[config.mk]
export PLATFORM = sky130hd
export DESIGN_NAME = hcc_outbuf
export DESIGN_NICKNAME = d
export VERILOG_FILES = /design/src/design/hcc_pkg.sv /design/src/design/hcc_outbuf.sv
export SDC_FILE = /design/constraint.sdc
export NUM_CORES = 1
export LEC_CHECK = 0
export BUFFER_PORTS_ARGS = -buffer_cell sky130_fd_sc_hd__buf_2
export CAP_MARGIN = 20
export CORE_MARGIN = 10
export CORE_UTILIZATION = 57
export CTS_CLUSTER_SIZE = 12
export DETAILED_ROUTE_END_ITERATION = 6
export PLACE_DENSITY = 0.89
export SLEW_MARGIN = 20
export SYNTH_ARGS = -nofsm -noshare
export SYNTH_HDL_FRONTEND = slang
export SYNTH_SLANG_ARGS = --single-unit
[constraint.sdc]
create_clock -name clk_i -period 14.7 [get_ports clk_i]
set_input_delay 2.94 -clock clk_i [delete_from_list [all_inputs] [get_ports clk_i]]
set_output_delay 2.94 -clock clk_i [all_outputs]
set_load 0.01 [all_outputs]
[src/design/hcc_pkg.sv]
// HChaCha20 subkey block: shared types, constants and helper functions.
// No dependencies; hcc_cell, hcc_outbuf and hchacha20_subkey refer to this package by scoped name.

package hcc_pkg;

  typedef logic [31:0] word_t;
  // Sixteen 32-bit state words, word i at [i].
  typedef logic [15:0][31:0] state_t;

  typedef struct packed {
    logic [63:0] subkey_3;
    logic [63:0] subkey_2;
    logic [63:0] subkey_1;
    logic [63:0] subkey_0;
  } subkey_t;

  typedef enum logic [1:0] {
    REG_KEY_WORD_0 = 2'd0,
    REG_KEY_WORD_1 = 2'd1,
    REG_KEY_WORD_2 = 2'd2,
    REG_KEY_WORD_3 = 2'd3
  } cfg_reg_e;

  localparam int unsigned CFG_IDX_W   = 2;
  localparam int unsigned CFG_DATA_W  = 64;
  localparam int unsigned KEY_REGS    = 4;

  localparam int unsigned DOUBLE_ROUNDS_DEF = 10;
  // Cells per double round: two half rounds of four quarter-round steps each.
  localparam int unsigned STEPS_PER_DR = 8;

  // "expand 32-byte k"
  localparam logic [3:0][31:0] SIGMA = {
    32'h6B206574, 32'h79622D32, 32'h3320646E, 32'h61707865
  };

  function automatic word_t rotl32(input word_t v, input logic [4:0] n);
    return (v << n) | (v >> (6'd32 - {1'b0, n}));
  endfunction

  // Rotation used by quarter-round step 0..3.
  function automatic logic [4:0] rot_amount(input logic [1:0] sub);
    logic [4:0] r;
    unique case (sub)
      2'd0: r = 5'd16;
      2'd1: r = 5'd12;
      2'd2: r = 5'd8;
      default: r = 5'd7;
    endcase
    return r;
  endfunction

  // State word of role a/b/c/d (0..3) for a lane in a column or diagonal half round.
  function automatic logic [3:0] qr_idx(input logic diag, input logic [1:0] lane,
                                        input logic [1:0] role);
    logic [1:0] col;
    col = lane + (diag ? role : 2'd0);
    return {role, col};
  endfunction

endpackage

[src/design/hcc_outbuf.sv]
// HChaCha20 subkey block: two-entry output skid buffer (head register plus spare).
// Depends on hcc_pkg.

module hcc_outbuf (
  input  logic             clk_i,
  input  logic             rst_ni,
  input  logic             push_i,
  input  hcc_pkg::subkey_t data_i,
  output logic             ready_o,
  output logic             valid_o,
  output hcc_pkg::subkey_t data_o,
  input  logic             pop_i
);

  logic             head_v_q, head_v_d;
  logic             spare_v_q, spare_v_d;
  hcc_pkg::subkey_t head_q, head_d;
  hcc_pkg::subkey_t spare_q, spare_d;
  logic             head_free;

  assign head_free = !head_v_q || pop_i;

  always_comb begin
    head_v_d  = head_v_q;
    spare_v_d = spare_v_q;
    head_d    = head_q;
    spare_d   = spare_q;
    if (head_free) begin
      if (spare_v_q) begin
        head_d    = spare_q;
        head_v_d  = 1'b1;
        spare_d   = data_i;
        spare_v_d = push_i;
      end else begin
        head_d    = data_i;
        head_v_d  = push_i;
      end
    end else if (push_i) begin
      spare_d   = data_i;
      spare_v_d = 1'b1;
    end
  end

  always_ff @(posedge clk_i or negedge rst_ni) begin
    if (!rst_ni) begin
      head_v_q  <= 1'b0;
      spare_v_q <= 1'b0;
    end else begin
      head_v_q  <= head_v_d;
      spare_v_q <= spare_v_d;
    end
  end

  always_ff @(posedge clk_i) begin
    head_q  <= head_d;
    spare_q <= spare_d;
  end

  // Registered: upstream only advances while the spare slot is empty.
  assign ready_o = !spare_v_q;
  assign valid_o = head_v_q;
  assign data_o  = head_q;

`ifndef SYNTHESIS
  a_spare_needs_head: assert property (@(posedge clk_i) disable iff (!rst_ni)
    spare_v_q |-> head_v_q)
    else $error("spare entry held while head empty");

  a_no_push_when_full: assert property (@(posedge clk_i) disable iff (!rst_ni)
    !ready_o |-> !push_i)
    else $error("transfer pushed into full output buffer");

  a_full_drains: assert property (@(posedge clk_i) disable iff (!rst_ni)
    (spare_v_q && pop_i) |=> (head_v_q && !spare_v_q))
    else $error("spare entry lost or kept after head transfer");
`endif

endmodule

==> results.toml <==
[power]
power_mw = 3.50
power_frac_clock = 0.326
leakagePower_nw = 9.62
ir_worst_vdd_v = 0.000109
pwr-share-comb = 0.136
power_density_nw_per_um2 = 147
p_switching_uw = 800
p_seq_frac = 0.538
power.internal_mw = 2.70
sw_frac_of_total = 0.228

[finish]
fillerInstances = 2035
final_net_count = 1613
multi_input_area_um2 = 3670
area_delta_synth_final_pct = 22.6
area.sequential_um2 = 15400
final_common_cell = "buf_2"
layout-drive-gt1-share = 0.613
final_cell_mix = "buf_2, edfxtp_1, mux2_4, mux2_2, clkbuf_16"

[grt]
grt_antenna_before_repair = 17
grtUsageMet1 = 0.235
grt_max_degree = 114
grt_pass1_vias = 10500
grtUsageMet2 = 0.373
use_met3 = 0.0815
track_usage = 0.214
busiest_layer = "met2"
grt_pass1_wl_mm = 66.8
grt-ovfl-total = 0

[worst_hold_path]
hold_path_class = "flop to flop"

[detailed_routing]
drt_iter0_drc = 600
ant_nets = 0
route.detailed.drc = 0
dr.pass1.iters = 4
via_per_inst = 5.32
vias = 9727
wl_mm = 46.9
post_drt_wl_per_cell_um = 25.6

[die]
rows = 67
die_area_um2 = 41800
die-height_um = 204
chipWidth_um = 204
initial_core_util = 0.578
core_region_area_um2 = 33500
ios = 518

[synthesis]
yosysWarnings = 0
syn_area_per_cell_um2 = 24.1
synthesis.area_um2 = 19400
syn_inst = 805
synth_seq_cells = 514
synth_seq_area_share = 0.796
synth_cell_types = 10
syn_nets = 1065

[worst_setup_path]
worst_path_max_delay_cell = "buf_4"
crit_fanout = 113
critPathLaunch = "pop_i"
reg2reg_to = "data_o[118]$_DFFE_PP_"
max_stage_delay_ns = 0.88
arrival_ns = 5.46
worstSetupPathType = "input port to flop"
r2r_slack_ns = 11.35
critical_path.cell_chain = "buf_2 -> nor2b_1 -> mux2_8 -> buf_4"
required_ns = 14.87
crit_path_end_kind = "flop"
crit_path_end = "spare_q[174]$_DFFE_PP_"
start_kind = "input port"
r2r_start = "spare_v_q$_DFFE_PN0P_"
r2r.worst_path.cells = 3

[timing]
fin_crit_ns = 5.30
setup_viol = 0
finClkSkew_ns = 0.0105
drv_slew = 0
max_slew.worst_pin.slew_ns = 1.06
tns_ns = 0
grt_setup_unrepaired = "no"
layout_setup_ws_ns = 9.40
fmax_mhz = 189
slew_headroom = 0.291
finalHoldViolations = 0
fin_crit_sh = 0.360

[clock_tree]
cts_hold_buf = 0
cts.sinks = 514
cts_buffers = 50
htreeDepth = 2
cts_buffer_depth = 3
clkLatencyLatePin_ns = 0.55
cts_setup_buffers = 0
post_cts_resized = 0
cts-root-buf = "clkbuf_16"
cts_tree = "done"
clk_pin_slew_worst_paths_ns = 0.06

[job]
maxCapViolCount = 0

[place]
gp_congestion = 0.789
portBuffers = 517
hpwl_mm = 33.2
preCtsSetupSlack_ns = 8.90

[run_status]
status = "completed"
==> area by class of cell <==
class                   instances  share of cell area
diodes                          8            0.000843
clock inverters                 6             0.00121
flip-flops and latches        514               0.649
well taps                     448              0.0236
repair buffers                525               0.112
clock buffers                  65              0.0581
multi-input cells             260               0.155
inverters                       2            0.000632
==> cells by family after synthesis <==
kind of cell	after synthesis	synth area share
DFF	514	0.796
adders and majority gates	1	0.000581
buffers and inverters	31	0.0153
and+or+nand+nor	2	0.000646
muxes	257	0.188
==> per-layer routing <==
| layer | wire length [um] | vias to the layer above |
|---|---|---|
| met5 | 113 | - |
| li1 | - | 4315 |
| met4 | 1320 | 16 |
| met2 | 24600 | 484 |
| met1 | 16200 | 4819 |
| met3 | 4660 | 93 |
==> Yosys cell counts <==
| cell | count | area share |
|---|---|---|
| buf_2 | 6 | 0.0015 |
| buf_6 | 23 | 0.013 |
| dfrtp_1 | 2 | 0.0026 |
| edfxtp_1 | 512 | 0.79 |
| inv_1 | 2 | 0.00039 |
| maj3_2 | 1 | 0.00058 |
| mux2_2 | 60 | 0.035 |
| mux2_4 | 197 | 0.15 |
| nor2b_1 | 1 | 0.00032 |
| or3_1 | 1 | 0.00032 |
==> how the worst min path moves through the flow <==
stage	startpoint	to	slack, ns	depth (start not counted)
after floorplan	spare_q[0]$_DFFE_PP_	data_o[0]$_DFFE_PP_	0.52	1
after global placement	spare_q[65]$_DFFE_PP_	data_o[65]$_DFFE_PP_	0.53	1
after detailed placement	spare_q[210]$_DFFE_PP_	data_o[210]$_DFFE_PP_	0.53	1
after CTS	spare_q[133]$_DFFE_PP_	data_o[133]$_DFFE_PP_	0.54	1
after global routing	spare_q[245]$_DFFE_PP_	data_o[245]$_DFFE_PP_	0.55	1
final	spare_q[245]$_DFFE_PP_	data_o[245]$_DFFE_PP_	0.54	1
==> power by group through the flow <==
stage	logic [mW]	clock network, mW	registers, mW
floorplan	0.248	0	1.96
global placement	0.462	0	1.90
CTS	0.482	1.17	1.89
finish	0.476	1.14	1.89
global route	0.506	1.22	1.90
detailed placement	0.479	0	1.91
==> per-stage QoR <==
stage | cells | utilization | area [um2] | hold slack, ns
6_report | 1828 | 0.709 | 23800 | 0.542
5_1_grt | 1827 | 0.708 | 23800 | 0.548
4_1_cts | 1820 | 0.708 | 23700 | 0.543
3_5_place_dp | 1749 | 0.666 | 22300 | 0.535
3_3_place_gp | 1749 | 0.666 | 22300 | 0.529
2_1_floorplan | 805 | - | 19400 | 0.523
==> flip-flops by register name, summed over array words and instances, names as in the netlist <==
| signal | cells |
|---|---|
| data_o | 256 |
| valid_o | 1 |
| spare_v_q | 1 |
| spare_q | 256 |
==> critical path, delay by kind of cell <==
kind	cells	cell delay, ns
buffers and inverters	2	0.98
AND/OR/NAND/NOR	1	0.50
multiplexers	1	0.85
Power figures use the tool's default switching activity.
