==> src/design/hcc_pkg.sv <==
// HChaCha20 subkey block: shared types, constants and helper functions.
// No dependencies; hcc_cell, hcc_outbuf and hchacha20_subkey refer to this package by scoped name.

package hcc_pkg;

  typedef logic [31:0] word_t;
  // Sixteen 32-bit state words, word i at [i].
  typedef logic [15:0][31:0] state_t;

  typedef struct packed {
    logic [63:0] subkey_3;
    logic [63:0] subkey_2;
    logic [63:0] subkey_1;
    logic [63:0] subkey_0;
  } subkey_t;

  typedef enum logic [1:0] {
    REG_KEY_WORD_0 = 2'd0,
    REG_KEY_WORD_1 = 2'd1,
    REG_KEY_WORD_2 = 2'd2,
    REG_KEY_WORD_3 = 2'd3
  } cfg_reg_e;

  localparam int unsigned CFG_IDX_W   = 2;
  localparam int unsigned CFG_DATA_W  = 64;
  localparam int unsigned KEY_REGS    = 4;

  localparam int unsigned DOUBLE_ROUNDS_DEF = 10;
  // Cells per double round: two half rounds of four quarter-round steps each.
  localparam int unsigned STEPS_PER_DR = 8;

  // "expand 32-byte k"
  localparam logic [3:0][31:0] SIGMA = {
    32'h6B206574, 32'h79622D32, 32'h3320646E, 32'h61707865
  };

  function automatic word_t rotl32(input word_t v, input logic [4:0] n);
    return (v << n) | (v >> (6'd32 - {1'b0, n}));
  endfunction

  // Rotation used by quarter-round step 0..3.
  function automatic logic [4:0] rot_amount(input logic [1:0] sub);
    logic [4:0] r;
    unique case (sub)
      2'd0: r = 5'd16;
      2'd1: r = 5'd12;
      2'd2: r = 5'd8;
      default: r = 5'd7;
    endcase
    return r;
  endfunction

  // State word of role a/b/c/d (0..3) for a lane in a column or diagonal half round.
  function automatic logic [3:0] qr_idx(input logic diag, input logic [1:0] lane,
                                        input logic [1:0] role);
    logic [1:0] col;
    col = lane + (diag ? role : 2'd0);
    return {role, col};
  endfunction

endpackage

==> src/design/hcc_cell.sv <==
// HChaCha20 subkey block: one pipeline cell, one quarter-round step on four lanes.
// Depends on hcc_pkg.

module hcc_cell #(
  parameter int unsigned STEP = 0
) (
  input  logic            clk_i,
  input  logic            rst_ni,
  input  logic            en_i,
  input  logic            valid_i,
  input  hcc_pkg::state_t state_i,
  output logic            valid_o,
  output hcc_pkg::state_t state_o
);

  localparam logic [1:0] SUB  = 2'(STEP % 4);
  localparam logic       DIAG = 1'((STEP / 4) % 2);
  localparam logic [4:0] ROT  = hcc_pkg::rot_amount(SUB);
  // Even steps: a += b, d ^= a. Odd steps: c += d, b ^= c.
  localparam logic [1:0] ROLE_X = SUB[0] ? 2'd2 : 2'd0;
  localparam logic [1:0] ROLE_Y = SUB[0] ? 2'd3 : 2'd1;
  localparam logic [1:0] ROLE_Z = SUB[0] ? 2'd1 : 2'd3;

  logic            valid_q;
  hcc_pkg::state_t state_q, state_d;

  always_comb begin
    logic [3:0]     xi, yi, zi;
    hcc_pkg::word_t sum;
    state_d = state_i;
    for (int l = 0; l < 4; l++) begin
      xi = hcc_pkg::qr_idx(DIAG, 2'(l), ROLE_X);
      yi = hcc_pkg::qr_idx(DIAG, 2'(l), ROLE_Y);
      zi = hcc_pkg::qr_idx(DIAG, 2'(l), ROLE_Z);
      sum = state_i[xi] + state_i[yi];
      state_d[xi] = sum;
      state_d[zi] = hcc_pkg::rotl32(state_i[zi] ^ sum, ROT);
    end
  end

  always_ff @(posedge clk_i or negedge rst_ni) begin
    if (!rst_ni) begin
      valid_q <= 1'b0;
    end else if (en_i) begin
      valid_q <= valid_i;
    end
  end

  always_ff @(posedge clk_i) begin
    if (en_i) begin
      state_q <= state_d;
    end
  end

  assign valid_o = valid_q;
  assign state_o = state_q;

endmodule

==> config.mk <==
export PLATFORM = sky130hd
export DESIGN_NAME = hcc_cell
export DESIGN_NICKNAME = d
export VERILOG_FILES = /design/src/design/hcc_pkg.sv /design/src/design/hcc_cell.sv
export SDC_FILE = /design/constraint.sdc
export NUM_CORES = 1
export LEC_CHECK = 0
export ABC_AREA = 1
export BUFFER_PORTS_ARGS = -buffer_cell sky130_fd_sc_hd__buf_4
export CAP_MARGIN = 20
export CELL_PAD_IN_SITES_DETAIL_PLACEMENT = 0
export CELL_PAD_IN_SITES_GLOBAL_PLACEMENT = 1
export CORE_AREA = 5 5 394 396
export DETAILED_ROUTE_END_ITERATION = 16
export DIE_AREA = 0 0 399 401
export PLACE_DENSITY_LB_ADDON = 0.1
export SETUP_SLACK_MARGIN = 0.15
export SYNTH_ARGS = -nofsm -noshare
export SYNTH_HDL_FRONTEND = slang
export SYNTH_SLANG_ARGS = --single-unit
==> constraint.sdc <==
create_clock -name clk_i -period 1.6 [get_ports clk_i]
set_input_delay 0.16 -clock clk_i [delete_from_list [all_inputs] [get_ports clk_i]]
set_output_delay 0.16 -clock clk_i [all_outputs]
set_load 0.02 [all_outputs]
==> out/qor.log <==
qor: outcome.status complete, no violations
qor: die.core_region_area 151200 sq um
qor: placement.detailedPlace.worstSlack -0.7174 ns
qor: die.die_width 399 um
qor: cts.cts_inserted_buffers 72
qor: timing.relSlewSlack 66.39%
qor: die.die_h 401 um
qor: power.vdd_drop_max 841.1 uV
qor: placement.portBuffers 1028
qor: timing.clock_skew 0 ns
qor: route.drt_drc_violations_left 0
qor: placement.routabilityCongestion 0.8071
qor: layout.area_delta_synth_final 85.54%
qor: yosys.synth_top_area_share 56.48%
qor: route.drt-wirelength-per-cell 19.95 um
qor: timing.finalSetupViolations 0
qor: run.max_cap_violations 0
qor: timing.timing_worst_slew_pin_value 0.5042 ns
qor: yosys.synth-seq-area-share 56.57%
qor: timing.maxClockFrequency 660.0 MHz
qor: cts.insertion_delay 0.67 ns
qor: timing.final_period_minus_worst_setup_slack 1.515 ns
qor: cts.clock_tree_from_tritoncts yes
qor: global_route.first_pass_grt_wire_length 192200 um
qor: route.drt_pre_antenna_iters 7
qor: worst_setup_path.crit_path_cell_trace buf_6
qor: die.placement_rows 143
qor: yosys.synth_area_leaders edfxtp_1 56%, nand2_1 15%, inv_1 7.3%
qor: power.power.density 986.6 nW/um^2
qor: yosys.netlist_instances 2938
qor: route.route.vias.total 26.21k
qor: timing.final_number_of_max_transition_violations 0
qor: timing.setup_slack 0.08491 ns
qor: power.pnr_total_power 0.04983 W
qor: yosys.postSynthRegisterBits 513
qor: global_route.overflow 0
qor: cts.clock-root-buffer clkbuf_16
qor: hold_path.timing.hold.worst_path_depth 4
qor: worst_setup_path.worstSetupPathDepth 1
qor: hold_path.hp-class primary input to flip-flop
qor: yosys.synthesized_netlist_net_count 3582
qor: worst_setup_path.worst_r2r_path_depth 1
qor: yosys.synth.yosys.warnings 0
qor: yosys.synth.lib_cells_used.distinct 26
qor: yosys.synth_top_cell_by_area edfxtp_1
qor: worst_setup_path.end_kind primary output
qor: global_route.grt_start_max_net_pins 74
qor: worst_setup_path.critical_path.max_fanout 1
qor: route.finalWirelength 138400 um
qor: yosys.syn_avg_cell_area 9.265 sq um
qor: cts.clock_sink_count 513
qor: die.start_util 18.00%
qor: worst_setup_path.critPathMaxStageDelay 0.49 ns
qor: cts.clock_pin_slew_on_the_worst_setup_and_hold_paths 0.06 ns
qor: timing.finalHoldViolations 0
qor: worst_setup_path.crit_buf_inv 1
qor: power.power_leakage 23.92 nW
qor: worst_setup_path.crit_family flip-flops
qor: global_route.first_global_vias 27.84k
qor: layout.finish.net_count 5488
qor: cts.cts_htree_levels 3
qor: die.total_die_area 160000 sq um
qor: worst_setup_path.worstPathArrival 1.36 ns
qor: placement.detailed_place_hpwl 117500 um
qor: worst_setup_path.crit_path_start_kind flip-flop
qor: route.ant_nets 0
qor: worst_setup_path.slowest_stage edfxtp_1
qor: route.vias_per_cell 3.780
qor: layout.final_layout_size_suffix_gt1_share 38.84%
qor: cts.cts-root-to-sink-buffers 3
qor: route.initialDrtViolationCount 894
qor: worst_setup_path.timing_worst_setup_path_type flip-flop to primary output
qor: yosys.syn-cell-area 27220 sq um
qor: die.floorplan.io_pins 1029
qor: worst_setup_path.cp_data_required_time 1.44 ns
qor: timing.unrepaired_setup_endpoints_after_global_routing true
qor: global_route.initial_antenna_violation_count 23
qor: global_route.globalRouteTotalUtil 16.67%
qor: timing.final_min_period_over_clock_period 94.69%
==> metrics by stage <==
step	cells	hold WS [ns]	util, %	area, sq um	TNS [ns]
2_1_floorplan	2938	-0.1356	-	29350	-0.5305
3_3_place_gp	6386	-0.06416	28.26	42720	-80.69
3_5_place_dp	6386	-0.06445	28.26	42720	-81.27
4_1_cts	6927	0.004630	33.20	50200	0
5_1_grt	6932	0.02356	33.40	50500	0
6_report	6935	0.07929	33.41	50510	0
==> metal layers <==
| layer | wire, um | part of all wire [%] | global-route usage, % |
|---|---|---|---|
| met4 | 3537 | 2.6 | 4.582 |
| met5 | 154 | 0.11 | 0 |
| met3 | 9963 | 7.2 | 5.133 |
| met1 | 54010 | 39 | 18.57 |
| met2 | 70690 | 51 | 30.50 |
==> layout by cell type (no fill, tap or decap), drive strengths merged <==
| cell | count |
|---|---|
| nand4 | 4 |
| nor2 | 150 |
| bufinv | 8 |
| mux2 | 1 |
| and2 | 2 |
| a21o | 4 |
| clkinvlp | 3 |
| dfrtp | 1 |
| nand3 | 226 |
| dlygate4sd3 | 411 |
| clkinv | 27 |
| fa | 4 |
| o21bai | 6 |
| nor3 | 16 |
| xor3 | 8 |
| xor2 | 106 |
| clkbuf | 87 |
| xnor2 | 18 |
| inv | 534 |
| buf | 1421 |
| nand2 | 1122 |
| nand3b | 30 |
| edfxtp | 512 |
| ha | 124 |
| a21oi | 74 |
| diode | 6 |
==> report_power, final <==
part	internal, W	switching, W	leakage [nW]
clock network	0.00973	0.00679	1.16
logic	0.00740	0.00837	17.7
registers	0.0169	0.000666	5.02
==> synthesized netlist by cell type <==
master,number
xnor2_1,18
nand3_1,216
mux2_2,1
and2_1,2
xor2_2,13
nand3b_2,5
nand3b_1,24
xor3_1,8
nor3_1,10
nand3b_4,1
ha_1,124
nand3_2,10
nor2_1,150
nor3_2,6
a21oi_1,74
inv_1,529
nand4_1,4
xor2_1,93
inv_2,1
fa_1,4
nand2_2,4
o21bai_1,6
dfrtp_1,1
nand2_1,1118
edfxtp_1,512
a21o_1,4
==> repair_timing <==
action                     4_1_cts  5_1_grt
pin swaps                        3        9
hold buffers                   411        0
setup buffers                    1        2
setup endpoints to repair      242      203
gates resized for setup        245       64
hold endpoints to repair       411        0
cloned                           0        0
==> cell families after synthesis <==
family	Yosys count	synth area share [%]
AND/OR/NAND/NOR	1550	23.40
buffers and inverters	530	7.308
flip-flops	513	56.57
XOR/XNOR	132	5.047
adder cells (fa/ha/maj)	128	5.994
AO/OA/AOI/OAI	84	1.636
multiplexers	1	0.04136
==> flip-flops by register name, summed over array words and instances (netlist names) <==
signal / flops
state_o: 512
valid_o: 1
==> worst paths after layout <==
check | startpoint | endpoint | slack [ns]
max in group asynchronous | rst_ni | valid_o$_DFFE_PN0P_ | 1.19
max | state_o[292]$_DFFE_PP_ | state_o[292] | 0.08
max reg2reg | valid_o$_DFFE_PN0P_ | valid_o$_DFFE_PN0P_ | 0.83
min | state_i[234] | state_o[106]$_DFFE_PP_ | 0.08
min in group asynchronous | rst_ni | valid_o$_DFFE_PN0P_ | 0.31
min reg2reg | valid_o$_DFFE_PN0P_ | valid_o$_DFFE_PN0P_ | 0.55
==> cell type report <==
cell class,count,area (sq um)
fill,15776,100700
timing repair buffer,1832,15970
sequential,513,15400
multi-input combinational,1895,12170
tap,2030,2540
inverter,530,1989
clock buffer,87,1858
clock inverter,42,563.0
antenna,6,15.01
(Power assumes the default switching activity.)
